### src/sv/fsp_pkg.sv
// Shared types, constants and tables of the footstep target planner.
// No dependencies; used by fsp_cordic and footstep_target_planner_core.
`default_nettype none
package fsp_pkg;

  localparam int VEL_DEADBAND = 164;
  localparam int CORDIC_STEPS = 16;
  localparam int CNT_W = $clog2(CORDIC_STEPS);
  localparam int FRAC_BITS = 12;
  localparam logic signed [30:0] INV_GAIN_Q30 = 31'sd652032875;

  localparam logic signed [15:0] FWD_MAX = 16'sd12288;
  localparam logic signed [15:0] FWD_MIN = -16'sd16384;
  localparam logic signed [15:0] SIDE_MAX = 16'sd16384;
  localparam logic signed [15:0] SIDE_MIN = -16'sd16384;
  localparam logic signed [15:0] TURN_MAX = 16'sd13107;
  localparam logic signed [15:0] TURN_MIN = -16'sd13107;

  localparam logic [1:0] LEG_LEFT = 2'd0;
  localparam logic [1:0] LEG_RIGHT = 2'd1;
  localparam logic [1:0] LEG_BOTH = 2'd2;

  typedef enum logic [2:0] {
    REG_HIP_HALF = 3'd0,
    REG_HIP_BACK = 3'd1,
    REG_FWD_MAX = 3'd2,
    REG_BWD_MAX = 3'd3,
    REG_SIDE_MAX = 3'd4,
    REG_TURN_OUT = 3'd5,
    REG_TURN_IN = 3'd6,
    REG_PHASES = 3'd7
  } reg_index_t;

  typedef enum logic [3:0] {
    ST_IDLE, ST_SX, ST_SY, ST_TURN, ST_ROT1, ST_ROT1_WAIT, ST_G1X, ST_G1Y,
    ST_ROT2, ST_ROT2_WAIT, ST_G2X, ST_G2Y, ST_FLUSH, ST_SUM
  } state_t;

  typedef enum logic [2:0] {
    DST_NONE, DST_SX, DST_SY, DST_TURN, DST_PX, DST_PY, DST_QX, DST_QY
  } dst_t;

  function automatic logic signed [31:0] atan_angle(input logic [4:0] i);
    logic signed [31:0] a;
    case (i)
      5'd0: a = 32'sd536870912;
      5'd1: a = 32'sd316933406;
      5'd2: a = 32'sd167458907;
      5'd3: a = 32'sd85004756;
      5'd4: a = 32'sd42667331;
      5'd5: a = 32'sd21354465;
      5'd6: a = 32'sd10679838;
      5'd7: a = 32'sd5340245;
      5'd8: a = 32'sd2670163;
      5'd9: a = 32'sd1335087;
      5'd10: a = 32'sd667544;
      5'd11: a = 32'sd333772;
      5'd12: a = 32'sd166886;
      5'd13: a = 32'sd83443;
      5'd14: a = 32'sd41722;
      5'd15: a = 32'sd20861;
      5'd16: a = 32'sd10430;
      5'd17: a = 32'sd5215;
      5'd18: a = 32'sd2608;
      5'd19: a = 32'sd1304;
      5'd20: a = 32'sd652;
      5'd21: a = 32'sd326;
      5'd22: a = 32'sd163;
      5'd23: a = 32'sd81;
      default: a = 32'sd0;
    endcase
    return a;
  endfunction

endpackage
`default_nettype wire

### src/sv/fsp_cordic.sv
// Iterative CORDIC rotator: one micro-rotation per cycle, counter-clockwise.
// Depends on fsp_pkg for the step count and the arctangent table.
`default_nettype none
module fsp_cordic (
  input  wire logic               clk,
  input  wire logic               rst,
  input  wire logic               start,
  input  wire logic signed [17:0] x0,
  input  wire logic signed [17:0] y0,
  input  wire logic [15:0]        angle,
  output logic                    busy,
  output logic signed [31:0]      x,
  output logic signed [31:0]      y
);

  logic [fsp_pkg::CNT_W-1:0] cnt;
  logic signed [31:0] z;
  logic signed [31:0] xs;
  logic signed [31:0] ys;
  logic flip;

  assign flip = angle[15] ^ angle[14];
  assign xs = 32'(x0) <<< fsp_pkg::FRAC_BITS;
  assign ys = 32'(y0) <<< fsp_pkg::FRAC_BITS;

  always_ff @(posedge clk) begin
    if (rst) begin
      busy <= 1'b0;
      cnt <= '0;
    end else if (start) begin
      busy <= 1'b1;
      cnt <= '0;
    end else if (busy) begin
      cnt <= cnt + 1'b1;
      if (cnt == fsp_pkg::CNT_W'(fsp_pkg::CORDIC_STEPS - 1)) begin
        busy <= 1'b0;
      end
    end
  end

  always_ff @(posedge clk) begin
    if (start) begin
      x <= flip ? -xs : xs;
      y <= flip ? -ys : ys;
      z <= {angle[15] ^ flip, angle[14:0], 16'b0};
    end else if (busy) begin
      if (!z[31]) begin
        x <= x - (y >>> cnt);
        y <= y + (x >>> cnt);
        z <= z - fsp_pkg::atan_angle(5'(cnt));
      end else begin
        x <= x + (y >>> cnt);
        y <= y - (x >>> cnt);
        z <= z + fsp_pkg::atan_angle(5'(cnt));
      end
    end
  end

endmodule
`default_nettype wire

### src/sv/footstep_target_planner_core.sv
// Footstep target planner: sequencer, shared multiplier, registers, output stage.
// Depends on fsp_pkg and fsp_cordic.
//
// Usage: an input item on s_tvalid/s_tready/s_tdata carries the velocity
// command, the support leg and the support foot pose. One result item per
// input leaves on m_tvalid/m_tready/m_tdata with the next footstep target.
// s_tready is high only while the sequencer is idle. An item is processed by
// two CORDIC rotations on the one rotator, with one shared 32x31 multiplier
// doing the step scaling and gain correction. A new item is accepted only
// after the previous result has been loaded into the output register.
// The result sits in an output register; a new item is accepted while it
// waits, and a stalled receiver holds the sequencer only at its last step.
// Configuration writes (cfg_we, cfg_index, cfg_data) take effect at once and
// are to be made by the user while idle; the block does not enforce it. Reset
// restores the register defaults and marks the previous command as zero.
`default_nettype none
module footstep_target_planner_core (
  input  wire logic         clk,
  input  wire logic         rst,
  input  wire logic         s_tvalid,
  output logic              s_tready,
  // vel_forward[15:0] vel_side[31:16] vel_turn[47:32] support_leg[49:48]
  // foot_x[71:50] foot_y[93:72] foot_heading[109:94] step_index[125:110]
  input  wire logic [127:0] s_tdata,
  output logic              m_tvalid,
  input  wire logic         m_tready,
  // target_x[21:0] target_y[43:22] target_heading[59:44] next_support[61:60]
  // zmp_leg[63:62] phases[71:64] next_step_index[87:72]
  output logic [87:0]       m_tdata,
  input  wire logic         cfg_we,
  input  wire logic [2:0]   cfg_index,
  input  wire logic [14:0]  cfg_data
);

  logic [14:0] hip_half_offset;
  logic [13:0] forward_step_max, backward_step_max, side_step_max;
  logic [13:0] turn_out_max, turn_in_max;
  logic [7:0]  phase_count;

  always_ff @(posedge clk) begin
    if (rst) begin
      hip_half_offset <= 15'd3277;
      forward_step_max <= 14'd2621;
      backward_step_max <= 14'd1966;
      side_step_max <= 14'd1310;
      turn_out_max <= 14'd3641;
      turn_in_max <= 14'd3641;
      phase_count <= 8'd30;
    end else if (cfg_we) begin
      unique case (fsp_pkg::reg_index_t'(cfg_index))
        fsp_pkg::REG_HIP_HALF: hip_half_offset <= cfg_data;
        fsp_pkg::REG_HIP_BACK: ;
        fsp_pkg::REG_FWD_MAX: forward_step_max <= cfg_data[13:0];
        fsp_pkg::REG_BWD_MAX: backward_step_max <= cfg_data[13:0];
        fsp_pkg::REG_SIDE_MAX: side_step_max <= cfg_data[13:0];
        fsp_pkg::REG_TURN_OUT: turn_out_max <= cfg_data[13:0];
        fsp_pkg::REG_TURN_IN: turn_in_max <= cfg_data[13:0];
        fsp_pkg::REG_PHASES: phase_count <= cfg_data[7:0];
        default: ;
      endcase
    end
  end

  logic signed [15:0] in_vf, in_vs, in_vt, db_vf, db_vs, db_vt, cl_vf, cl_vs, cl_vt;
  logic signed [15:0] band;
  logic dead, in_zero;

  assign in_vf = s_tdata[15:0];
  assign in_vs = s_tdata[31:16];
  assign in_vt = s_tdata[47:32];
  assign band = 16'(fsp_pkg::VEL_DEADBAND);

  always_comb begin
    dead = (in_vf > -band) && (in_vf < band) &&
           (in_vs > -band) && (in_vs < band) &&
           (in_vt > -band) && (in_vt < band);
    db_vf = dead ? 16'sd0 : in_vf;
    db_vs = dead ? 16'sd0 : in_vs;
    db_vt = dead ? 16'sd0 : in_vt;
    cl_vf = db_vf < fsp_pkg::FWD_MIN ? fsp_pkg::FWD_MIN :
            (db_vf > fsp_pkg::FWD_MAX ? fsp_pkg::FWD_MAX : db_vf);
    cl_vs = db_vs < fsp_pkg::SIDE_MIN ? fsp_pkg::SIDE_MIN :
            (db_vs > fsp_pkg::SIDE_MAX ? fsp_pkg::SIDE_MAX : db_vs);
    cl_vt = db_vt < fsp_pkg::TURN_MIN ? fsp_pkg::TURN_MIN :
            (db_vt > fsp_pkg::TURN_MAX ? fsp_pkg::TURN_MAX : db_vt);
    in_zero = (cl_vf == 16'sd0) && (cl_vs == 16'sd0) && (cl_vt == 16'sd0);
  end

  logic signed [15:0] vf, vs, vt;
  logic [1:0] leg;
  logic signed [21:0] fx, fy;
  logic [15:0] head, step_index;
  logic stand, prev_command_zero;
  logic accept;

  fsp_pkg::state_t state, state_next;
  assign s_tready = (state == fsp_pkg::ST_IDLE);
  assign accept = s_tvalid && s_tready;

  always_ff @(posedge clk) begin
    if (rst) begin
      prev_command_zero <= 1'b1;
    end else if (accept) begin
      prev_command_zero <= in_zero;
    end
  end

  always_ff @(posedge clk) begin
    if (accept) begin
      vf <= cl_vf;
      vs <= cl_vs;
      vt <= cl_vt;
      leg <= s_tdata[49:48];
      fx <= s_tdata[71:50];
      fy <= s_tdata[93:72];
      head <= s_tdata[109:94];
      step_index <= s_tdata[125:110];
      stand <= in_zero && prev_command_zero;
    end
  end

  logic right, left;
  logic signed [15:0] hip;
  assign right = (leg == fsp_pkg::LEG_RIGHT);
  assign left = (leg == fsp_pkg::LEG_LEFT);
  assign hip = left ? -16'(hip_half_offset) : 16'(hip_half_offset);

  logic signed [17:0] sx, sy, turn, px, py, qx, qy;
  logic [15:0] head2;
  assign head2 = head + turn[15:0];

  logic cstart, cbusy;
  logic signed [17:0] cx0, cy0;
  logic [15:0] cang;
  logic signed [31:0] cx, cy;

  fsp_cordic u_cordic (
    .clk(clk), .rst(rst), .start(cstart), .x0(cx0), .y0(cy0), .angle(cang),
    .busy(cbusy), .x(cx), .y(cy)
  );

  logic signed [31:0] mul_a;
  logic signed [30:0] mul_b;
  logic signed [62:0] prod;
  fsp_pkg::dst_t dst, pdst;
  logic out_load;

  always_ff @(posedge clk) begin
    if (rst) begin
      state <= fsp_pkg::ST_IDLE;
      pdst <= fsp_pkg::DST_NONE;
    end else begin
      state <= state_next;
      pdst <= dst;
    end
  end

  always_comb begin
    state_next = state;
    dst = fsp_pkg::DST_NONE;
    mul_a = 32'(vf);
    mul_b = fsp_pkg::INV_GAIN_Q30;
    cstart = 1'b0;
    cx0 = sx;
    cy0 = sy + 18'(hip);
    cang = head;
    out_load = 1'b0;
    unique case (state)
      fsp_pkg::ST_IDLE: if (accept) state_next = fsp_pkg::ST_SX;
      fsp_pkg::ST_SX: begin
        mul_a = 32'(vf);
        mul_b = 31'(vf > 16'sd0 ? forward_step_max : backward_step_max);
        dst = fsp_pkg::DST_SX;
        state_next = fsp_pkg::ST_SY;
      end
      fsp_pkg::ST_SY: begin
        mul_a = 32'(vs);
        mul_b = ((right && vs > 16'sd0) || (!right && vs <= 16'sd0)) ?
                31'(side_step_max) : 31'sd0;
        dst = fsp_pkg::DST_SY;
        state_next = fsp_pkg::ST_TURN;
      end
      fsp_pkg::ST_TURN: begin
        mul_a = 32'(vt);
        mul_b = 31'(((right && vt > 16'sd0) || (!right && vt <= 16'sd0)) ?
                turn_out_max : turn_in_max);
        dst = fsp_pkg::DST_TURN;
        state_next = fsp_pkg::ST_ROT1;
      end
      fsp_pkg::ST_ROT1: begin
        cstart = 1'b1;
        state_next = fsp_pkg::ST_ROT1_WAIT;
      end
      fsp_pkg::ST_ROT1_WAIT: if (!cbusy) state_next = fsp_pkg::ST_G1X;
      fsp_pkg::ST_G1X: begin
        mul_a = cx;
        dst = fsp_pkg::DST_PX;
        state_next = fsp_pkg::ST_G1Y;
      end
      fsp_pkg::ST_G1Y: begin
        mul_a = cy;
        dst = fsp_pkg::DST_PY;
        state_next = fsp_pkg::ST_ROT2;
      end
      fsp_pkg::ST_ROT2: begin
        cstart = 1'b1;
        cx0 = 18'sd0;
        cy0 = 18'(hip);
        cang = head2;
        state_next = fsp_pkg::ST_ROT2_WAIT;
      end
      fsp_pkg::ST_ROT2_WAIT: if (!cbusy) state_next = fsp_pkg::ST_G2X;
      fsp_pkg::ST_G2X: begin
        mul_a = cx;
        dst = fsp_pkg::DST_QX;
        state_next = fsp_pkg::ST_G2Y;
      end
      fsp_pkg::ST_G2Y: begin
        mul_a = cy;
        dst = fsp_pkg::DST_QY;
        state_next = fsp_pkg::ST_FLUSH;
      end
      fsp_pkg::ST_FLUSH: state_next = fsp_pkg::ST_SUM;
      fsp_pkg::ST_SUM: begin
        if (!m_tvalid || m_tready) begin
          out_load = 1'b1;
          state_next = fsp_pkg::ST_IDLE;
        end
      end
      default: state_next = fsp_pkg::ST_IDLE;
    endcase
  end

  always_ff @(posedge clk) begin
    prod <= 63'(mul_a) * 63'(mul_b);
  end

  logic [62:0] pabs, r14, r42;
  logic [17:0] rmag;
  logic signed [17:0] rnd;

  always_comb begin
    pabs = prod[62] ? 63'(-prod) : 63'(prod);
    r14 = (pabs + 63'd8192) >> 14;
    r42 = (pabs + 63'h200_0000_0000) >> 42;
    rmag = (pdst == fsp_pkg::DST_SX || pdst == fsp_pkg::DST_SY ||
            pdst == fsp_pkg::DST_TURN) ? r14[17:0] : r42[17:0];
    rnd = prod[62] ? -$signed(rmag) : $signed(rmag);
  end

  always_ff @(posedge clk) begin
    case (pdst)
      fsp_pkg::DST_SX: sx <= rnd;
      fsp_pkg::DST_SY: sy <= rnd;
      fsp_pkg::DST_TURN: turn <= rnd;
      fsp_pkg::DST_PX: px <= rnd;
      fsp_pkg::DST_PY: py <= rnd;
      fsp_pkg::DST_QX: qx <= rnd;
      fsp_pkg::DST_QY: qy <= rnd;
      default: ;
    endcase
  end

  logic signed [23:0] sum_x, sum_y;
  logic signed [21:0] tx, ty;

  always_comb begin
    sum_x = 24'(fx) + 24'(px) + 24'(qx);
    sum_y = 24'(fy) + 24'(py) + 24'(qy);
    tx = sum_x > 24'sd2097151 ? 22'sd2097151 :
         (sum_x < -24'sd2097152 ? -22'sd2097152 : sum_x[21:0]);
    ty = sum_y > 24'sd2097151 ? 22'sd2097151 :
         (sum_y < -24'sd2097152 ? -22'sd2097152 : sum_y[21:0]);
  end

  always_ff @(posedge clk) begin
    if (rst) begin
      m_tvalid <= 1'b0;
    end else if (out_load) begin
      m_tvalid <= 1'b1;
    end else if (m_tready) begin
      m_tvalid <= 1'b0;
    end
  end

  always_ff @(posedge clk) begin
    if (out_load) begin
      m_tdata <= {step_index + 16'd1, phase_count, stand ? fsp_pkg::LEG_BOTH : leg,
                  leg, head2, ty, tx};
    end
  end

endmodule
`default_nettype wire
### config.mk
export PLATFORM = sky130hd
export DESIGN_NAME = footstep_target_planner_core
export DESIGN_NICKNAME = d
export VERILOG_FILES = /design/src/sv/fsp_pkg.sv /design/src/sv/fsp_cordic.sv /design/src/sv/footstep_target_planner_core.sv
export SDC_FILE = /design/constraint.sdc
export NUM_CORES = 2
export LEC_CHECK = 0
export ABC_CLOCK_PERIOD_IN_PS = 14690
export BUFFER_PORTS_ARGS = -buffer_cell sky130_fd_sc_hd__buf_2
export CORE_AREA = 2 2 331 333
export DETAILED_ROUTE_END_ITERATION = 7
export DIE_AREA = 0 0 333 335
export GPL_TIMING_DRIVEN = 0
export PLACE_DENSITY_LB_ADDON = 0.3
export SLEW_MARGIN = 25
export SYNTH_ARGS = -nofsm -noshare
export SYNTH_HDL_FRONTEND = slang
export SYNTH_SLANG_ARGS = --single-unit
### constraint.sdc
create_clock -name clk -period 14.69 [get_ports clk]
set_input_delay 2.938 -clock clk [delete_from_list [all_inputs] [get_ports clk]]
set_output_delay 2.938 -clock clk [all_outputs]
set_load 0.05 [all_outputs]
==> results.toml <==
[run_status]
status = "complete, no violations"

[drt]
vias_per_cell = 6.22
drc = 0
wl_um = 211000
wire_per_inst_um = 24.1
drt_first_pass_iters = 6
vias = 54500
ant_nets = 0
drt_iter0_markers = 5427

[clock_tree]
cts_tree = "done"
cts_root_buf = "clkbuf_16"
clkSlewWorstSetupHoldPaths_ns = 0.06
cts.sinks = 633
cts_resized = 0
clock_latency_ns = 0.65
htree_levels = 3
cts_buffers = 70
cts_hold_buf = 0
cts_buffer_depth = 3
postCtsSetupBuffers = 0

[timing]
min_period_over_period_pct = 85.7
fmax_mhz = 79.4
finClkSkew_ns = 0.0375
hold_viol = 0
rsz0062_at_grt = "false"
setup_viol = 0
period_minus_slack_ns = 12.60
fin_setup_tns_ns = 0
whs_ns = 0.440
worstMarginPinSlew_ns = 1.19
slew_headroom_pct = 20.4
drv_slew = 0

[synth]
yosys_warnings = 0
syn_nets = 8346
netlist_area_um2 = 66600
synth-main-ff-cell = "edfxtp_1"
ys_seq_area_share_pct = 25.3
synthArstFlopShare_pct = 0
synth_cells = 6924
synth_cell_types = 96
synth_area_per_cell_um2 = 9.62
ys_seq_elements = 633
synth_edf_count = 419

[global_routing]
use_met3_pct = 8.96
antenna_found_initial = 30
grt.total_usage_pct = 37.9
grtUsageMet1_pct = 45.5
top_usage_layer = "met2"
grt_max_degree = 77
grt_pass1_wl_um = 321000
overflow = 0
grt_pass1_vias = 55700
grtUsageMet2_pct = 62.5

[layout]
num-nets-final = 8680
synthToLayoutAreaGrowth_pct = 8.79
design_area_um2 = 72400
layout-drive-gt1-share_pct = 8.00

[die]
placeableCoreArea_um2 = 108000
die_height_um = 335
die-area_um2 = 112000
die_x_um = 333
io_pins = 241
initial_utilization_pct = 61.6
rows = 121

[worst_setup_path]
cpPeakStageDelay_ns = 0.85
critPathMaxFanout = 10
crit_path_end_kind = "flop"
cpMostUsedCell = "fa_1"
crit_required_ns = 15.25
critPathSlowestCell = "clkbuf_1"
cp-start-kind = "flop"
arrival_ns = 13.16
crit_type = "reg -> reg"

[job]
cap_viol_max_count = 0

[min_path]
hp-class = "reg -> reg"

[place]
dp_hpwl_um = 171000
port-buffer-count = 236
gp_congestion = 1.03
placed_cell_area_um2 = 70000
==> registers in the layout, indices dropped and copies added (netlist names), 22 cells and up, named ones only <==
| name | cells |
|---|---|
| u_cordic.y | 32 |
| fy | 22 |
| prod | 61 |
| fx | 22 |
| u_cordic.z | 32 |
| m_tdata | 88 |
| u_cordic.x | 32 |
==> placed cells by master, fill, tap and decap left out, types with 25 or more instances in the layout <==
cell type / netlist / layout
a211oi_1: 35 / 34
a21o_1: 124 / 124
a21oi_1: 374 / 369
a31oi_1: 68 / 67
and2_1: 46 / 46
and3_1: 59 / 59
buf_2: 14 / 250
clkbuf_1: 214 / 227
clkbuf_16: 0 / 71
dfxtp_1: 214 / 214
diode_2: 0 / 32
edfxtp_1: 419 / 419
fa_1: 802 / 801
ha_1: 469 / 469
inv_1: 933 / 932
mux2_2: 25 / 25
mux2i_1: 105 / 105
mux4_2: 62 / 62
nand2_1: 709 / 709
nand2b_1: 83 / 82
nand3_1: 83 / 83
nand3b_1: 56 / 56
nand4_1: 44 / 44
nor2_1: 657 / 656
nor2b_1: 42 / 41
nor3_1: 96 / 96
nor4_1: 37 / 37
o21a_1: 46 / 46
o21ai_0: 232 / 230
o21bai_1: 36 / 36
o31ai_1: 36 / 36
or3_1: 39 / 39
xnor2_1: 222 / 209
xor2_1: 166 / 163
==> routing by layer <==
layer	part of all wire [%]	vias to the layer above
met1	36	26800
met5	0.0061	-
met4	6.7	2
met3	10	752
li1	-	24100
met2	48	2814
==> critical path, delay by kind of cell (launching register included) <==
family,cells,cell delay [ns]
adder cells (fa/ha/maj),9,4.49
buffers and inverters,7,2.05
AO/OA/AOI/OAI,10,2.79
XOR/XNOR,2,0.82
AND/OR/NAND/NOR,6,1.66
multiplexers,1,0.27
flip-flops,1,0.44
==> final timing paths <==
kind | from | end | slack (ns) | cells past startpoint
worst max-delay path | vt[5]$_DFFE_PP_ | prod[58]$_DFF_P_ | 2.09 | 35
worst min-delay path | phase_count[1]$_SDFFE_PP1P_ | m_tdata[65]$_DFFE_PP_ | 0.44 | 0
worst max register to register | vt[5]$_DFFE_PP_ | prod[58]$_DFF_P_ | 2.09 | 35
worst min register to register | phase_count[1]$_SDFFE_PP1P_ | m_tdata[65]$_DFFE_PP_ | 0.44 | 0
==> kinds of logic after synthesis <==
group	after synthesis	share of synthesized area (%)
and+or+nand+nor	2042	14.1
adders and majority gates	1271	32.9
AOI/OAI and AO/OA	1208	11.6
buffers and inverters	1189	6.76
DFF	633	25.3
xor gates and xnor gates	388	5.10
muxes	193	4.12
==> layout make-up <==
cell class                      count  area, µm²
Inverter                          936       3520
Multi-Input combinational cell   5102      45500
Buffer                            253        987
Tap cell                         1414       1770
Timing Repair Buffer              262       1430
Clock inverter                     38        399
Antenna cell                       32       80.1
Clock buffer                       90       1900
Sequential cell                   633      16900
Fill cell                        8558      35700
==> cells in the mapped netlist (all sizes together) (42+ instances only) <==
master / count / area (µm²)
clkbuf: 214 / 803
and2: 47 / 294
nand4: 44 / 275
nor2b: 42 / 263
nand2: 710 / 2670
xor2: 166 / 1450
inv: 935 / 3510
xnor2: 222 / 1940
nor4: 42 / 312
nor3: 96 / 480
o21ai: 240 / 1210
nand3b: 56 / 420
a31oi: 68 / 425
mux2i: 105 / 1050
edfxtp: 419 / 12600
a21o: 124 / 931
nor2: 657 / 2470
nand2b: 83 / 519
nand3: 83 / 415
o21a: 46 / 345
and3: 59 / 369
fa: 802 / 16100
mux4: 62 / 1400
dfxtp: 214 / 4280
a21oi: 374 / 1870
ha: 469 / 5870
==> per-stage QoR <==
stage,util [%],std cells,setup WS (ns)
3_3_place_gp,64.3,8574,0.773
2_1_floorplan,-,6924,4.63
4_1_cts,66.9,8727,1.98
5_1_grt,67.0,8756,1.63
6_report,67.0,8760,2.09
3_5_place_dp,64.8,8599,1.99
Power is not shown: default switching activity piles up to over one toggle a cycle in this logic, so the estimate is an artifact.
